## src/sv/owtr_pkg.sv

```systemverilog
// owtr_pkg: shared types, constants and helper functions for the 1-Wire
// temperature reader. No dependencies; imported by every module of the block.
`timescale 1ns / 1ps

package owtr_pkg;

  // configuration register indexes
  localparam logic [2:0] REG_RESET_LOW  = 3'd0;
  localparam logic [2:0] REG_RESET_WAIT = 3'd1;
  localparam logic [2:0] REG_SLOT       = 3'd2;
  localparam logic [2:0] REG_PULSE      = 3'd3;
  localparam logic [2:0] REG_SAMPLE     = 3'd4;
  localparam logic [2:0] REG_CONVERT    = 3'd5;

  localparam int CFG_ADDR_W = 3;
  localparam int CFG_DATA_W = 20;
  localparam int IN_DATA_W  = 8;
  localparam int OUT_DATA_W = 16;
  localparam int TIMER_W    = 20;

  localparam logic [9:0]  RESET_LOW_DEF  = 10'd500;
  localparam logic [9:0]  RESET_WAIT_DEF = 10'd500;
  localparam logic [7:0]  SLOT_DEF       = 8'd60;
  localparam logic [3:0]  PULSE_DEF      = 4'd2;
  localparam logic [5:0]  SAMPLE_DEF     = 6'd8;
  localparam logic [19:0] CONVERT_DEF    = 20'd750000;

  // ROM/function commands
  localparam logic [7:0] CMD_SKIP_ROM = 8'hCC;
  localparam logic [7:0] CMD_CONVERT  = 8'h44;
  localparam logic [7:0] CMD_READ_SP  = 8'hBE;

  typedef enum logic [10:0] {
    ST_IDLE      = 11'b000_0000_0001,
    ST_RST1_LOW  = 11'b000_0000_0010,
    ST_RST1_WAIT = 11'b000_0000_0100,
    ST_WR_SKIP1  = 11'b000_0000_1000,
    ST_WR_CONV   = 11'b000_0001_0000,
    ST_CONVERT   = 11'b000_0010_0000,
    ST_RST2_LOW  = 11'b000_0100_0000,
    ST_RST2_WAIT = 11'b000_1000_0000,
    ST_WR_SKIP2  = 11'b001_0000_0000,
    ST_WR_READ   = 11'b010_0000_0000,
    ST_READ      = 11'b100_0000_0000
  } step_t;

  typedef struct packed {
    logic [9:0]  reset_low;
    logic [9:0]  reset_wait;
    logic [7:0]  slot;
    logic [3:0]  pulse;
    logic [5:0]  sample;
    logic [19:0] convert;
  } cfg_t;

  typedef struct packed {
    step_t              step;
    logic [TIMER_W-1:0] timer;
    logic [2:0]         bit_idx;
    logic [7:0]         shift;
    logic [1:0]         byte_idx;
    logic [7:0]         low;
    logic [7:0]         temp;
  } state_t;

  typedef struct packed {
    logic drive_low;
    logic drive_strong_high;
    logic busy;
    logic done;
  } flags_t;

  function automatic logic [7:0] cmd_for(input step_t s);
    logic [7:0] c;
    c = CMD_SKIP_ROM;
    if (s == ST_WR_CONV) c = CMD_CONVERT;
    if (s == ST_WR_READ) c = CMD_READ_SP;
    return c;
  endfunction

  function automatic step_t step_after(input step_t s);
    step_t n;
    case (s)
      ST_RST1_LOW:  n = ST_RST1_WAIT;
      ST_RST1_WAIT: n = ST_WR_SKIP1;
      ST_WR_SKIP1:  n = ST_WR_CONV;
      ST_WR_CONV:   n = ST_CONVERT;
      ST_CONVERT:   n = ST_RST2_LOW;
      ST_RST2_LOW:  n = ST_RST2_WAIT;
      ST_RST2_WAIT: n = ST_WR_SKIP2;
      ST_WR_SKIP2:  n = ST_WR_READ;
      ST_WR_READ:   n = ST_READ;
      default:      n = ST_IDLE;
    endcase
    return n;
  endfunction

  // half degrees to whole degrees, truncated toward zero
  function automatic logic [7:0] finish_reading(input logic [7:0] lo, input logic [7:0] hi);
    logic [7:0] t;
    t = lo;
    if (hi != 8'd0) t = 8'd0 - t;
    t = t >> 1;
    if (hi != 8'd0) t = 8'd0 - t;
    return t;
  endfunction

endpackage

```

## src/sv/owtr_regs.sv

```systemverilog
// owtr_regs: configuration register file for the 1-Wire temperature reader.
// Depends on owtr_pkg.
`timescale 1ns / 1ps

module owtr_regs (
  input  logic                            clk,
  input  logic                            rst_n,
  input  logic                            cfg_valid,
  output logic                            cfg_ready,
  input  logic [owtr_pkg::CFG_ADDR_W-1:0] cfg_addr,
  input  logic [owtr_pkg::CFG_DATA_W-1:0] cfg_data,
  output owtr_pkg::cfg_t                  cfg
);
  import owtr_pkg::*;

  cfg_t cfg_r;

  assign cfg_ready = 1'b1;
  assign cfg       = cfg_r;

  always_ff @(posedge clk) begin
    if (!rst_n) begin
      cfg_r.reset_low  <= RESET_LOW_DEF;
      cfg_r.reset_wait <= RESET_WAIT_DEF;
      cfg_r.slot       <= SLOT_DEF;
      cfg_r.pulse      <= PULSE_DEF;
      cfg_r.sample     <= SAMPLE_DEF;
      cfg_r.convert    <= CONVERT_DEF;
    end else if (cfg_valid) begin
      case (cfg_addr)
        REG_RESET_LOW:  cfg_r.reset_low  <= cfg_data[9:0];
        REG_RESET_WAIT: cfg_r.reset_wait <= cfg_data[9:0];
        REG_SLOT:       cfg_r.slot       <= cfg_data[7:0];
        REG_PULSE:      cfg_r.pulse      <= cfg_data[3:0];
        REG_SAMPLE:     cfg_r.sample     <= cfg_data[5:0];
        REG_CONVERT:    cfg_r.convert    <= cfg_data[19:0];
        default: ;
      endcase
    end
  end

endmodule

```

## src/sv/owtr_step.sv

```systemverilog
// owtr_step: next-state and bus-drive logic for one item of the read sequence.
// Purely combinational. Depends on owtr_pkg.
`timescale 1ns / 1ps

module owtr_step (
  input  owtr_pkg::state_t st,
  input  owtr_pkg::cfg_t   cfg,
  input  logic             tick,
  input  logic             dq_in,
  input  logic             start_req,
  output owtr_pkg::state_t st_nxt,
  output owtr_pkg::flags_t flags
);
  import owtr_pkg::*;

  state_t             nx;
  logic               done;
  logic [TIMER_W-1:0] t_inc;
  logic [TIMER_W-1:0] len;
  logic               phase_end;
  logic [7:0]         slot_eff;
  logic [7:0]         shift_cur;
  logic [7:0]         low_len;
  logic [7:0]         cmd;

  assign slot_eff = (cfg.slot == 8'd0) ? 8'd1 : cfg.slot;
  assign t_inc    = st.timer + TIMER_W'(1);

  // length of the current timed phase
  always_comb begin
    case (st.step) inside
      ST_RST1_LOW, ST_RST2_LOW:           len = TIMER_W'(cfg.reset_low);
      ST_RST1_WAIT, ST_RST2_WAIT:         len = TIMER_W'(cfg.reset_wait);
      ST_CONVERT:                         len = cfg.convert;
      ST_WR_SKIP1, ST_WR_CONV,
      ST_WR_SKIP2, ST_WR_READ:            len = TIMER_W'(cfg.pulse) + TIMER_W'(cfg.slot);
      ST_READ:                            len = TIMER_W'(cfg.sample) + TIMER_W'(slot_eff);
      default:                            len = '0;
    endcase
  end

  assign phase_end = (t_inc >= len);
  assign shift_cur = (st.timer == TIMER_W'(cfg.sample)) ? {dq_in, st.shift[7:1]} : st.shift;

  always_comb begin
    nx   = st;
    done = 1'b0;
    case (st.step) inside
      ST_IDLE: begin
        if (start_req) begin
          nx.step     = ST_RST1_LOW;
          nx.timer    = '0;
          nx.bit_idx  = '0;
          nx.byte_idx = '0;
          nx.shift    = '0;
        end
      end
      ST_RST1_LOW, ST_RST2_LOW, ST_RST1_WAIT, ST_RST2_WAIT, ST_CONVERT: begin
        if (tick) begin
          nx.timer = phase_end ? '0 : t_inc;
          if (phase_end) nx.step = step_after(st.step);
        end
      end
      ST_WR_SKIP1, ST_WR_CONV, ST_WR_SKIP2, ST_WR_READ: begin
        if (tick) begin
          nx.timer = phase_end ? '0 : t_inc;
          if (phase_end) begin
            nx.bit_idx = st.bit_idx + 3'd1;
            if (st.bit_idx == 3'd7) nx.step = step_after(st.step);
          end
        end
      end
      ST_READ: begin
        if (tick) begin
          nx.shift = shift_cur;
          nx.timer = phase_end ? '0 : t_inc;
          if (phase_end) begin
            nx.bit_idx = st.bit_idx + 3'd1;
            if (st.bit_idx == 3'd7) begin
              if (st.byte_idx == 2'd0) begin
                nx.low      = shift_cur;
                nx.byte_idx = 2'd1;
              end else begin
                nx.temp     = finish_reading(st.low, shift_cur);
                nx.byte_idx = 2'd0;
                nx.step     = ST_IDLE;
                done        = 1'b1;
              end
            end
          end
        end
      end
      default: begin
        nx.step     = ST_IDLE;
        nx.timer    = '0;
        nx.bit_idx  = '0;
        nx.byte_idx = '0;
      end
    endcase
  end

  // drive levels follow the updated state
  assign cmd     = cmd_for(nx.step);
  assign low_len = cmd[nx.bit_idx] ? 8'(cfg.pulse) : cfg.slot;

  always_comb begin
    flags.drive_low         = 1'b0;
    flags.drive_strong_high = 1'b0;
    case (nx.step) inside
      ST_RST1_LOW, ST_RST2_LOW:  flags.drive_low = 1'b1;
      ST_WR_SKIP1, ST_WR_CONV,
      ST_WR_SKIP2, ST_WR_READ:   flags.drive_low = (nx.timer < TIMER_W'(low_len));
      ST_READ:                   flags.drive_low = (nx.timer < TIMER_W'(cfg.pulse));
      ST_CONVERT:                flags.drive_strong_high = 1'b1;
      default: ;
    endcase
    flags.busy = (nx.step != ST_IDLE);
    flags.done = done;
  end

  assign st_nxt = nx;

endmodule

```

## src/sv/onewire_temperature_reader_unit.sv

```systemverilog
// onewire_temperature_reader_unit: top level of the 1-Wire temperature reader.
// Instantiates owtr_regs and owtr_step; depends on owtr_pkg.
//
//  channel | dir | handshake            | payload
//  --------+-----+----------------------+----------------------------------------
//  in_     | in  | in_tvalid/in_tready  | in_tdata[2:0]: tick, dq_in, start_req
//  out_    | out | out_tvalid/out_tready| out_tdata[11:0]: drive_low,
//          |     |                      |   drive_strong_high, busy_res, done_res,
//          |     |                      |   temperature
//  cfg_    | in  | cfg_valid/cfg_ready  | cfg_addr (register index), cfg_data
//
// One item per clock sustained while the output is not stalled; each item passes
// through the input register, then the result register, with the sequence state updated in the same edge.
// The sequence state advances only when an item moves into the result register.
// A stalled output holds its item while one more item waits in the input register.
// rst_n is synchronous: state goes idle, registers take their defaults.
`timescale 1ns / 1ps

module onewire_temperature_reader_unit (
  input  logic                            clk,
  input  logic                            rst_n,
  input  logic                            in_tvalid,
  output logic                            in_tready,
  input  logic [owtr_pkg::IN_DATA_W-1:0]  in_tdata,   // tick, dq_in, start_req, zeros
  output logic                            out_tvalid,
  input  logic                            out_tready,
  output logic [owtr_pkg::OUT_DATA_W-1:0] out_tdata,  // drive_low, drive_strong_high,
                                                      // busy_res, done_res,
                                                      // temperature[7:0], zeros
  input  logic                            cfg_valid,
  output logic                            cfg_ready,
  input  logic [owtr_pkg::CFG_ADDR_W-1:0] cfg_addr,
  input  logic [owtr_pkg::CFG_DATA_W-1:0] cfg_data
);
  import owtr_pkg::*;

  cfg_t   cfg;
  state_t state_r;
  state_t state_nxt;
  flags_t flags;

  logic       in_v_r;
  logic [2:0] in_data_r;
  logic       out_v_r;
  logic [OUT_DATA_W-1:0] out_data_r;
  logic       advance;

  owtr_regs u_regs (
    .clk       (clk),
    .rst_n     (rst_n),
    .cfg_valid (cfg_valid),
    .cfg_ready (cfg_ready),
    .cfg_addr  (cfg_addr),
    .cfg_data  (cfg_data),
    .cfg       (cfg)
  );

  owtr_step u_step (
    .st        (state_r),
    .cfg       (cfg),
    .tick      (in_data_r[0]),
    .dq_in     (in_data_r[1]),
    .start_req (in_data_r[2]),
    .st_nxt    (state_nxt),
    .flags     (flags)
  );

  assign advance   = in_v_r && (!out_v_r || out_tready);
  assign in_tready = !in_v_r || advance;

  always_ff @(posedge clk) begin
    if (!rst_n) begin
      in_v_r <= 1'b0;
    end else if (in_tvalid && in_tready) begin
      in_v_r <= 1'b1;
    end else if (advance) begin
      in_v_r <= 1'b0;
    end
  end

  always_ff @(posedge clk) begin
    if (in_tvalid && in_tready) begin
      in_data_r <= in_tdata[2:0];
    end
  end

  always_ff @(posedge clk) begin
    if (!rst_n) begin
      out_v_r          <= 1'b0;
      state_r.step     <= ST_IDLE;
      state_r.timer    <= '0;
      state_r.bit_idx  <= '0;
      state_r.shift    <= '0;
      state_r.byte_idx <= '0;
      state_r.low      <= '0;
      state_r.temp     <= '0;
    end else if (advance) begin
      out_v_r <= 1'b1;
      state_r <= state_nxt;
    end else if (out_tready) begin
      out_v_r <= 1'b0;
    end
  end

  always_ff @(posedge clk) begin
    if (advance) begin
      out_data_r <= {4'b0000, state_nxt.temp, flags.done, flags.busy,
                     flags.drive_strong_high, flags.drive_low};
    end
  end

  assign out_tvalid = out_v_r;
  assign out_tdata  = out_data_r;

endmodule

```

## config.mk

```make
export PLATFORM = sky130hd
export DESIGN_NAME = onewire_temperature_reader_unit
export DESIGN_NICKNAME = d
export VERILOG_FILES = /design/src/sv/owtr_pkg.sv /design/src/sv/owtr_regs.sv /design/src/sv/owtr_step.sv /design/src/sv/onewire_temperature_reader_unit.sv
export SDC_FILE = /design/constraint.sdc
export NUM_CORES = 1
export LEC_CHECK = 0
export ABC_AREA = 1
export BUFFER_PORTS_ARGS = -buffer_cell sky130_fd_sc_hd__clkbuf_2
export CAP_MARGIN = 20
export CELL_PAD_IN_SITES_DETAIL_PLACEMENT = 1
export CELL_PAD_IN_SITES_GLOBAL_PLACEMENT = 1
export CORE_ASPECT_RATIO = 1.5
export CORE_UTILIZATION = 45
export CTS_BUF_LIST = sky130_fd_sc_hd__clkbuf_16
export DETAILED_ROUTE_END_ITERATION = 12
export PLACE_DENSITY = 0.89
export SYNTH_ARGS = -nofsm -noshare
export SYNTH_HDL_FRONTEND = slang
export SYNTH_SLANG_ARGS = --single-unit
```

## constraint.sdc

```tcl
create_clock -name clk -period 9.7 [get_ports clk]
set_clock_uncertainty 0.2 [all_clocks]
set_input_delay 2.91 -clock clk [delete_from_list [all_inputs] [get_ports clk]]
set_output_delay 2.91 -clock clk [all_outputs]
set_load 0.005 [all_outputs]
```

After elaboration in Yosys (flattened, before gate mapping)
Cells that the tools add are included.

Word-level logic and storage cells: 169. Output and inout bits: 19. Bits of input ports: 36. Register bits: 135.

Reduce and logical (&&, ||, !) cells: 31. Bitwise operators: 7. Eq/ne operators: 33. Muxes and demuxes: 68. Add/subtract/negate cells: 6. Magnitude comparators: 4.

Operators by type and width (count): $mux W8 (25); $mux W31 (5); $mux W20 (6); $pmux W11 S9 (1); $mux W11 (6); $mux W60 (1); $mux W44 (1); $mux W18 (2); $mux W34 (1); $eq A11 B10 Y1 const B (2); $eq A11 B11 Y1 const B (2); $eq A11 B2 Y1 const B (2); $eq A11 B4 Y1 const B (2); $eq A11 B5 Y1 const B (2); $eq A11 B6 Y1 const B (2); $eq A11 B7 Y1 const B (2); $eq A11 B9 Y1 const B (2); $add A20 B1 Y20 const B (1); $eq A20 B6 Y1 (1); $ge A20 B20 Y1 (1); $lt A20 B4 Y1 (1); $lt A20 B8 Y1 (1); $mux W3 (5); $reduce_or A14 Y1 (1); other kinds (37) (74).

Logic depth before layout (Yosys ltp)
Depth after elaboration: 33. Depth in mapped cells: 49. Gate-level depth less buffers: 47.

Cells and area by module
From an unflattened synthesis, not the netlist that was laid out.

Cell total of the unflattened synthesis: 1615. Area, all modules: 10078.4 um^2.

Modules (own cells, without submodules): owtr_step (instances 1, area each 4643.2 um^2, cells each 879); onewire_temperature_reader_unit (instances 1, area each 3201.8 um^2, cells each 424); owtr_regs (instances 1, area each 2233.4 um^2, cells each 312).

Least setup slack after synthesis
Ideal clock, no wire load.

Path kind: input-to-output. From: in out_tready. To: out in_tready. Stages on the path: 2. Data required time: 6.590 ns. Arrival: 3.059 ns. Slack: 3.531 ns. Path through: inv_1 -> nand3_1.

Cells in the longest elaborated chain, start to end: 3.

RTL lines: start: declaration (line onewire_temperature_reader_unit.sv:26) `input logic out_tready,`; $logic_or A1 B1 Y1 (line onewire_temperature_reader_unit.sv:68) `assign advance = in_v_r && (!out_v_r || out_tready);`; $logic_and A1 B1 Y1 (line onewire_temperature_reader_unit.sv:68); $logic_or A1 B1 Y1 (line onewire_temperature_reader_unit.sv:69) `assign in_tready = !in_v_r || advance;`; end: declaration (line onewire_temperature_reader_unit.sv:23) `output logic in_tready,`.

Every way passes these cells.

Final worst setup path
From: reg u_regs.cfg_r (netlist bit u_regs.cfg[36]). To: reg out_data_r[0], in the netlist out_tdata[0], data pin.

Cells in the longest elaborated chain, start to end: 23. Elaborated cells on any way between the ends: 44. Classes of those cells: add/sub: 2; order compare: 3; eq/ne: 7; mux: 29; reduce/logical: 3.

RTL lines: start: declaration (line owtr_regs.sv:16) `cfg_t cfg_r;`; $logic_not A8 Y1 (line owtr_step.sv:26) `assign slot_eff = (cfg.slot == 8'd0) ? 8'd1 : cfg.slot;`; $mux W8 (line owtr_step.sv:26); $add A6 B8 Y9 (line owtr_step.sv:37) `ST_READ: len = TIMER_W'(cfg.sample) + TIMER_W'(slot_eff);`; $mux W20 (5 in series) (line owtr_step.sv:31) `case (st.step) inside`; $ge A20 B20 Y1 (line owtr_step.sv:42) `assign phase_end = (t_inc >= len);`; $mux W11 (line owtr_step.sv:77) `if (phase_end) begin`; $mux W60 (line owtr_step.sv:74) `if (tick) begin`; $mux W31 (4 in series) (line owtr_step.sv:48) `case (st.step) inside`; $eq A11 B5 Y1 (line owtr_pkg.sv:76) `if (s == ST_WR_CONV) c = CMD_CONVERT;`; $mux W8 (line owtr_pkg.sv:76); $mux W8 (line owtr_pkg.sv:77) `if (s == ST_WR_READ) c = CMD_READ_SP;`; $bmux W1 S3 (line owtr_step.sv:104) `assign low_len = cmd[nx.bit_idx] ? 8'(cfg.pulse) : cfg.slot;`; $mux W1 (not written as such) (line owtr_step.sv:104); $mux W8 (line owtr_step.sv:104); $lt A20 B8 Y1 (line owtr_step.sv:112) `ST_WR_SKIP2, ST_WR_READ: flags.drive_low = (nx.timer < TIMER_W'(low_len));`; $mux W1 (line owtr_step.sv:109) `case (nx.step) inside`; end signal: assignment (line onewire_temperature_reader_unit.sv:107) `out_data_r <= {4'b0000, state_nxt.temp, flags.done, flags.busy,`; end: declaration (line onewire_temperature_reader_unit.sv:45) `logic [OUT_DATA_W-1:0] out_data_r;`.

Parallel ways exist; a longest one is shown, timed or not. The select of a mux whose other input is x is not followed. A chain may end at the register's enable or synchronous reset.

==> results.ini <==
[cts]
clk_latency_ns = 0.44
cts-resized-gates = 0
postCtsSetupBuffers = 0
cts_root_buffer = clkbuf_16
hold_buffers = 0
clkSinkCount = 134
cts_tree = built
h-tree-depth = 4
cts_buffers = 17
clkTransAtPathRegs_ns = 0.06
cts_max_path_buffers = 2

[yosys]
syn-cell-area_sq_mm = 0.00867
synth_cells = 1287
synth_top_area_frac = 0.275
syn_avg_cell_area_sq_um = 6.74
yosysSeqAreaShare = 0.327
synth_area_leaders = dfxtp_1 27%, nand2_1 13%, ha_1 6.5%
yosysTopAreaCell = dfxtp_1
async_reset_ff_frac = 0
ys.flop_type = dfxtp_1
ys_types = 57
ys_seq_elements = 134
synth_edf_count = 15
yosysWarnings = 0

[placement]
dpl.hpwl_mm = 20.6
port-buffer-count = 44
place_area_sq_mm = 0.00904
gp_congestion = 0.885

[finish]
final_area_sq_mm = 0.00963
multi_input_area_sq_mm = 0.00497
fillers = 2517
drive_gt1_frac = 0.107
regArea_sq_mm = 0.00283
area_growth_pct = 11.1
fin_nets = 1391

[power_and_ir_drop]
intPower_mw = 1.05
seq_power_share = 0.400
clkPwrFrac = 0.447
power.density_mw_per_mm2 = 154
switchingPower_mw = 0.434
power.total_mw = 1.48
switching_share = 0.293
pwr-share-comb = 0.153
peakVddDrop_mv = 0.0845
leakage_nw = 4.45

[setup_path]
slowest_stage = nand2_1
critPathCaptureType = flip-flop
worstSetupEndpoint = out_tdata[0]$_SDFFCE_PP1P_
crit-reg2reg-launch = u_regs.cfg[36]$_SDFFE_PN0P_
cpPeakStageDelay_ns = 0.53
r2r-end = out_tdata[0]$_SDFFCE_PP1P_
r2r_slack_ns = 2.70
critPathRequiredTime_ns = 9.80
critPathMaxFanout = 11
cp-startpoint = u_regs.cfg[36]$_SDFFE_PN0P_
ff2ff_path_depth = 40
critPathKind = flip-flop to flip-flop
cp_common_cell = nand2_1
cp_data_arrival_time_ns = 7.10
crit_path_start_kind = flip-flop

[drt]
wl_per_cell_um = 17.9
dr.first_iter.drc_count = 507
first_pass_iters = 5
ant_nets = 0
via_per_inst = 5.61
drc_errors = 0
vias = 8829
totalWireLength_mm = 28.1

[flow_run]
maxCapViolCount = 0

[sta]
slew_violations = 0
tightest_slew_ns = 0.895
fin_crit_ns = 7.00
hold_viol_final = 0
hold_ws_ns = 0.258
fmax_mhz = 143
finalSetupViolations = 0
rsz0062_at_grt = no
period_share = 0.722
slew_headroom = 0.400
timing.setup.tns_ns = 0

[floorplanning]
die-area_sq_mm = 0.0198
start_util = 0.464
core_area_sq_mm = 0.0187
rows = 61
pin_count = 55
die_h_um = 172
die_width_um = 115

[global_route]
grt_pass1_vias = 9471
grt_antenna_before_repair = 1
grt-ovfl-total = 0
grtUsageTotal = 0.300
grt_max_degree = 73
grt_pass1_wl_mm = 45.8

[run_status]
status = completed

[worst_hold_path]
hold_class = flip-flop to flip-flop

[state kept, by name (all words and copies together), names as in the netlist]
| name | count |
|---|---|
| out_tvalid | 1 |
| state_r | 59 |
| in_data_r | 3 |
| out_tdata | 12 |
| in_v_r | 1 |
| u_regs.cfg | 58 |
[placed cells by master (no fill, tap or decap), types with 6 or more instances in the layout]
cell type / instances
nand3_1: 82
edfxtp_1: 15
a211oi_1: 12
inv_2: 8
a21oi_1: 102
ha_1: 45
nor3_1: 22
o22ai_1: 12
dfxtp_1: 119
o21ai_2: 11
clkinv_1: 9
clkbuf_2: 44
nand2_2: 10
clkbuf_16: 17
nand2_1: 293
xor2_1: 24
o211ai_1: 11
o21ai_0: 102
buf_4: 10
inv_1: 149
nand4_1: 15
nor2_1: 126
nor2_2: 6
[per-stage QoR]
stage / util / cells / setup WS (ns)
finish: 0.515 / 1574 / 2.70
global route: 0.515 / 1574 / 2.18
CTS: 0.515 / 1573 / 2.70
detailed placement: 0.483 / 1541 / 2.88
global placement: 0.483 / 1541 / 3.00
floorplan: - / 1290 / 3.53
[power groups by stage]
stage          clock network (mW)  logic (mW)  registers [mW]
4_1_cts                     0.667       0.227           0.593
2_1_floorplan                   0       0.162           0.601
5_1_grt                     0.685       0.252           0.595
3_3_place_gp                    0       0.214           0.604
3_5_place_dp                    0       0.225           0.604
6_report                    0.662       0.227           0.593
[worst min path at each step]
stage,slack (ns),cells past startpoint,startpoint,endpoint
after floorplan,0.22,2,u_regs.cfg[52]$_SDFFE_PN1P_,u_regs.cfg[52]$_SDFFE_PN1P_
after detailed placement,0.24,2,u_regs.cfg[53]$_SDFFE_PN1P_,u_regs.cfg[53]$_SDFFE_PN1P_
after global routing,0.28,2,u_regs.cfg[19]$_SDFFE_PN1P_,u_regs.cfg[19]$_SDFFE_PN1P_
final,0.26,2,u_regs.cfg[19]$_SDFFE_PN1P_,u_regs.cfg[19]$_SDFFE_PN1P_
after CTS,0.26,2,u_regs.cfg[53]$_SDFFE_PN1P_,u_regs.cfg[53]$_SDFFE_PN1P_
after global placement,0.23,2,u_regs.cfg[54]$_SDFFE_PN1P_,u_regs.cfg[54]$_SDFFE_PN1P_
[final cells by class]
class	count	area share
Tap cell	252	0.0327
Inverter	165	0.0645
Antenna cell	1	0.000260
Sequential cell	134	0.294
Clock inverter	15	0.0169
Timing Repair Buffer	54	0.0307
Multi-Input combinational cell	936	0.517
Clock buffer	17	0.0442
[worst max-delay path, delay by kind of cell, from the launching register on]
family	cells	cell delay [ns]
AND/OR/NAND/NOR	23	3.25
XOR/XNOR	1	0.18
flip-flops	1	0.37
buffers and inverters	4	0.56
AO/OA/AOI/OAI	8	1.08
adder cells (fa/ha/maj)	4	1.23
[synth_stat cells, drive strengths merged, types with 5 or more instances]
cell	count
nand3	87
clkinv	8
o22ai	12
nor2	133
xor2	25
o21ai	117
nor4	5
o211ai	11
a211oi	12
ha	45
nand2	304
nor3	25
clkbuf	36
edfxtp	15
inv	157
or2	5
nand4	16
a21oi	102
dfxtp	119
buf	19
[kinds of logic (layout without fill, tap and decap cells)]
logic type                 count (synthesis)  in the layout  synth area share
and+or+nand+nor                          577            577             0.287
AOI/OAI and AO/OA                        280            280             0.186
DFF                                      134            134             0.327
adders and majority gates                 47             47            0.0696
other                                      2              6          0.000866
xor gates and xnor gates                  27             27            0.0281
buffers and inverters                    220            251             0.101
[per-layer routing]
metal	share of wire	track usage	vias up
met2	0.54	0.574	184
met1	0.38	0.288	4274
met4	0.053	0.210	0
li1	-	-	4291
met5	0	0	-
met3	0.028	0.0442	80
Power figures use the tool's default switching activity.
